**src/sv/lpht_pkg.sv**
```systemverilog
package lpht_pkg;

    localparam int KEY_W     = 64;
    localparam int VAL_W     = 64;
    localparam int MOD_STEPS = 6;
    localparam int MOD_CNT_W = $clog2(MOD_STEPS + 1);

    typedef enum logic [1:0] {
        OP_LOOKUP        = 2'd0,
        OP_INSERT        = 2'd1,
        OP_LOOKUP_INSERT = 2'd2,
        OP_CLEAR         = 2'd3
    } lpht_op_t;

    typedef struct packed {
        lpht_op_t           opcode;
        logic [KEY_W-1:0]   lookup_key;
        logic [VAL_W-1:0]   new_value;
    } lpht_req_t;

    typedef struct packed {
        logic               found;
        logic [VAL_W-1:0]   old_value;
        logic               status;
    } lpht_rsp_t;

    // controller -> datapath
    typedef struct packed {
        logic take;
        logic clr_start;
        logic clr_step;
        logic load_home;
        logic rd;
        logic advance;
        logic finish;
    } lpht_cmd_t;

    // datapath -> controller
    typedef struct packed {
        logic mod_done;
        logic slot_empty;
        logic key_hit;
        logic probe_last;
        logic clr_last;
        logic out_free;
    } lpht_stat_t;

endpackage

```
**src/sv/lpht_ctrl.sv**
```systemverilog
module lpht_ctrl
    import lpht_pkg::*;
(
    input  logic       clk,
    input  logic       rst_n,
    input  logic       req_valid,
    input  lpht_op_t   req_opcode,
    input  lpht_stat_t stat,
    output lpht_cmd_t  cmd,
    output logic       ready
);

    typedef enum logic [2:0] {
        S_INIT_CLR,
        S_IDLE,
        S_HOME,
        S_READ,
        S_CHECK,
        S_CLEAR,
        S_DONE
    } state_t;

    state_t state_reg, state_next;
    logic   ready_reg;

    always_comb
    begin
        cmd        = '0;
        state_next = state_reg;
        case (state_reg)
            S_INIT_CLR:
            begin
                cmd.clr_step = 1'b1;
                if (stat.clr_last)
                begin
                    state_next = S_IDLE;
                end
            end
            S_IDLE:
            begin
                if (ready_reg && req_valid)
                begin
                    cmd.take = 1'b1;
                    if (req_opcode == OP_CLEAR)
                    begin
                        cmd.clr_start = 1'b1;
                        state_next    = S_CLEAR;
                    end
                    else
                    begin
                        state_next = S_HOME;
                    end
                end
            end
            S_HOME:
            begin
                if (stat.mod_done)
                begin
                    cmd.load_home = 1'b1;
                    state_next    = S_READ;
                end
            end
            S_READ:
            begin
                cmd.rd     = 1'b1;
                state_next = S_CHECK;
            end
            S_CHECK:
            begin
                if (stat.slot_empty || stat.key_hit || stat.probe_last)
                begin
                    // hold the read word until the result slot frees up
                    if (stat.out_free)
                    begin
                        cmd.finish = 1'b1;
                        state_next = S_IDLE;
                    end
                end
                else
                begin
                    cmd.advance = 1'b1;
                    state_next  = S_READ;
                end
            end
            S_CLEAR:
            begin
                cmd.clr_step = 1'b1;
                if (stat.clr_last)
                begin
                    state_next = S_DONE;
                end
            end
            S_DONE:
            begin
                if (stat.out_free)
                begin
                    cmd.finish = 1'b1;
                    state_next = S_IDLE;
                end
            end
            default:
            begin
                state_next = S_IDLE;
            end
        endcase
    end

    always_ff @(posedge clk or negedge rst_n)
    begin
        if (!rst_n)
        begin
            state_reg <= S_INIT_CLR;
            ready_reg <= 1'b0;
        end
        else
        begin
            state_reg <= state_next;
            ready_reg <= (state_next == S_IDLE);
        end
    end

    assign ready = ready_reg;

`ifndef ASSERT_OFF
    a_take_drops_ready: assert property (@(posedge clk) disable iff (!rst_n)
        cmd.take |=> !ready_reg)
        else $error("ready still high after a word was taken");
`endif

endmodule

```
**config.mk**
```make
export PLATFORM = sky130hd
export DESIGN_NAME = lpht_ctrl
export DESIGN_NICKNAME = d
export VERILOG_FILES = /design/src/sv/lpht_pkg.sv /design/src/sv/lpht_ctrl.sv
export SDC_FILE = /design/constraint.sdc
export NUM_CORES = 1
export LEC_CHECK = 0
export ABC_CLOCK_PERIOD_IN_PS = 3520
export BUFFER_PORTS_ARGS = -buffer_cell sky130_fd_sc_hd__buf_2
export CORE_AREA = 8 8 45 47
export DETAILED_ROUTE_END_ITERATION = 16
export DIE_AREA = 0 0 53 55
export GPL_ROUTABILITY_DRIVEN = 0
export SETUP_SLACK_MARGIN = 0.2
export SYNTH_ARGS = -nofsm -noshare
export SYNTH_HDL_FRONTEND = slang
export SYNTH_SLANG_ARGS = --single-unit
```
**constraint.sdc**
```tcl
create_clock -name clk -period 3.52 [get_ports clk]
set_input_delay 0.176 -clock clk [delete_from_list [all_inputs] [get_ports clk]]
set_output_delay 0.176 -clock clk [all_outputs]
set_load 0.03 [all_outputs]
```
==> impl_metrics.csv <==
group,metric,value,unit
detailed_routing,wl_met1,385,µm
detailed_routing,routed_wirelength,914,µm
setup_path,worstPathCellList,"nor3b_1 > nand3_1 > nor2_1 > buf_2",
pwr,power_frac_comb,54.9,%
floorplanning,die-height,55,µm
placement,place_hpwl,738,µm
floorplanning,ios,19,
global_route,grt_pass1_wl,1.48,mm
status,status,"complete, no violations",
layout,drive_gt1_share,45.9,%
floorplanning,start_util,24.9,%
synth,yosysUniqueCellTypes,26,
setup_path,critPathSlowestCell,"dfrtp_1",
layout,nets,74,
floorplanning,rows,14,
sta,skew,0.00634,ns
layout,seq_area,100,µm²
detailed_routing,wl_met3,117,µm
detailed_routing,num_vias,357,
global_route,antenna_found_initial,0,
layout,largest_reg_flops,3,
pwr,power,0.349,mW
detailed_routing,drt_first_iter_violations,12,
sta,rsz0062_at_grt,"false",
detailed_routing,antenna_left,0,
placement,dp.cells,73,
floorplanning,dieArea,2920,µm²
min_path,min_path_type,"input pin to asynchronous set/reset pin",
clock_tree,cts.path.max_buffers,2,
global_route,overflow,0,
clock_tree,clkSinkCount,4,
pwr,pwr-share-clk,16.3,%
synth,synth-seq-area-share,29.1,%
pwr,p_int,0.182,mW
clock_tree,htreeDepth,1,
global_route,grt_pass1_vias,365,
synth,synth_area,344,µm²
setup_path,worstSetupEndpointType,"primary output",
layout,layout.cells.non_filler,77,
floorplanning,core,1380,µm²
sta,hold_viol_final,0,
setup_path,r2r-end,"ready",
setup_path,crit_arrival,1.63,ns
synth,synth_cells,40,
setup_path,r2r_slack,1.94,ns
clock_tree,path_clk_slew,0.04,ns
setup_path,r2r_start,"state_reg[1]",
detailed_routing,via_per_inst,4.64,
pwr,netSwitchingPower,0.166,mW
floorplanning,die_x,53,µm
detailed_routing,drcViolationCount,0,
synth,avgSynthCellArea,8.60,µm²
global_route,grt_max_degree,11,
clock_tree,numCtsBuffers,3,
layout,syn_to_final_growth,38.2,%
sta,tns,0,ns
setup_path,required,3.34,ns
sta,max_freq,0.552,GHz
setup_path,r2r_cells,4,
clock_tree,root_buffer,"clkbuf_4",
sta,finalMaxSlewViolations,0,
sta,period_minus_slack,1.81,ns
setup_path,path_class,"flip-flop to primary output",
synth,ys_seq_elements,4,
sta,setup_viol,0,
layout,fin_util,34.4,%
clock_tree,cts_resized,0,
sta,fin_crit_sh,51.4,%
sta,worst_slew_pin_slew,0.389,ns
layout,n_fill_cell,156,
clock_tree,worstSkewPairLatency,0.24,ns
detailed_routing,first_pass_iters,4,
pwr,p_leak,0.258,nW
setup_path,max_stage_delay,0.51,ns
clock_tree,cts_tree,"done",
detailed_routing,top_layer,"met4",
pwr,switching_share,47.7,%
pwr,irDropWorstVdd,0.251,mV
placement,portBuffers,18,
detailed_routing,wl_per_cell,11.9,µm
layout,multiInputGateArea,218,µm²
global_route,grt_util_all_layers,6.79,%
synth,synth_warnings,0,
job,drv_cap,0,
sta,relSlewSlack,74.1,%
setup_path,crit_fanout,10,
layout,antenna_cells,0,
pwr,pwr-share-seq,28.8,%
synth,syn_nets,51,
setup_path,cp-start-kind,"flip-flop",
pwr,p_per_area,734,nW/µm²
detailed_routing,wl_met2,386,µm
==> final cells by class <==
type | instances | share of cell area [%]
Clock buffer | 3 | 4.74
Inverter | 4 | 3.16
Tap cell | 16 | 4.21
Multi-Input combinational cell | 31 | 45.8
Timing Repair Buffer | 19 | 21.1
Sequential cell | 4 | 21.1
==> through the flow <==
step | setup WS [ns] | area [µm²] | hold slack [ns]
after detailed placement | 1.98 | 443 | -0.0152
after floorplan | 2.01 | 344 | -0.120
after global routing | 1.62 | 475 | 0.297
after global placement | 1.98 | 443 | -0.0180
final | 1.71 | 475 | 0.269
after CTS | 1.74 | 475 | 0.265
==> per-layer routing <==
| layer | up-vias | GRT usage (%) |
|---|---|---|
| met5 | - | 0 |
| met4 | 0 | 5.17 |
| met3 | 2 | 1.87 |
| met2 | 20 | 10.5 |
| met1 | 149 | 7.79 |
| li1 | 186 | - |
==> cells by family (layout without fill, tap and decap cells) <==
family / after synthesis / in the layout / share of synthesized area, %
simple gates: 21 / 21 / 38.9
compound gates: 9 / 9 / 21.8
buf+inv: 5 / 26 / 7.63
flops: 4 / 4 / 29.1
xor+xnor: 1 / 1 / 2.55
==> power by group through the flow <==
stage	combinational (mW)	sequential, mW	clock [mW]
after global routing	0.210	0.103	0.0623
after detailed placement	0.192	0.0993	0
final	0.191	0.101	0.0569
after floorplan	0.151	0.0945	0
after CTS	0.194	0.0987	0.0594
after global placement	0.191	0.0983	0
==> timing repair <==
| item | in CTS | in global routing |
|---|---|---|
| setup buffers | 0 | 0 |
| hold buffers | 1 | 0 |
| hold endpoints to repair | 4 | 0 |
==> how the worst max path moves through the flow <==
stage                      start     end  slack (ns)  cells past startpoint
finish              state_reg[1]  cmd[5]        1.71                      4
global placement    state_reg[1]   ready        1.98                      4
floorplan           state_reg[1]  cmd[5]        2.01                      4
global route        state_reg[1]  cmd[5]        1.62                      4
CTS                 state_reg[1]  cmd[5]        1.74                      4
detailed placement  state_reg[1]   ready        1.98                      4
==> cells in the mapped netlist (all sizes together) <==
cell type  count  share of area, %
and3b          1               2.9
and3           1               2.2
and2           2               4.0
nand2          4               4.4
a21o           1               2.2
a311oi         1               4.4
nor4           1               6.2
nor3b          1               2.2
buf            1               3.3
inv            4               4.4
a21oi          2               2.9
nor2b          1               1.8
dfrtp          4                29
nand2b         1               1.8
o21ai          1               1.5
nor2           3               3.3
nand3          3               4.4
a22oi          1               2.2
and2b          1               2.5
or3            1               1.8
o211ai         1               3.6
o221ai         1               2.5
nor3           1               1.5
xor2           1               2.5
a221oi         1               2.5
==> placed cells by master (no fill, tap or decap) <==
cell / count
buf_2: 18
nand2_1: 4
inv_1: 4
dfrtp_1: 4
nand3_1: 3
nor2_1: 3
clkbuf_4: 3
a21oi_1: 2
and3b_2: 1
nor3b_1: 1
nand2b_1: 1
nor4_4: 1
and2_1: 1
and2b_2: 1
a22oi_1: 1
o221ai_1: 1
nor2b_1: 1
o21ai_0: 1
a21o_1: 1
a221oi_1: 1
or3_1: 1
xor2_1: 1
o211ai_2: 1
nor3_1: 1
and2_2: 1
and3_2: 1
a311oi_2: 1
dlygate4sd3_1: 1
==> worst max-delay path: cells and delay by family (launching register included) <==
kind                   cells  cell delay [ns]
buffers and inverters      1             0.20
DFF                        1             0.51
and+or+nand+nor            3             0.69
(Power assumes the default switching activity.)
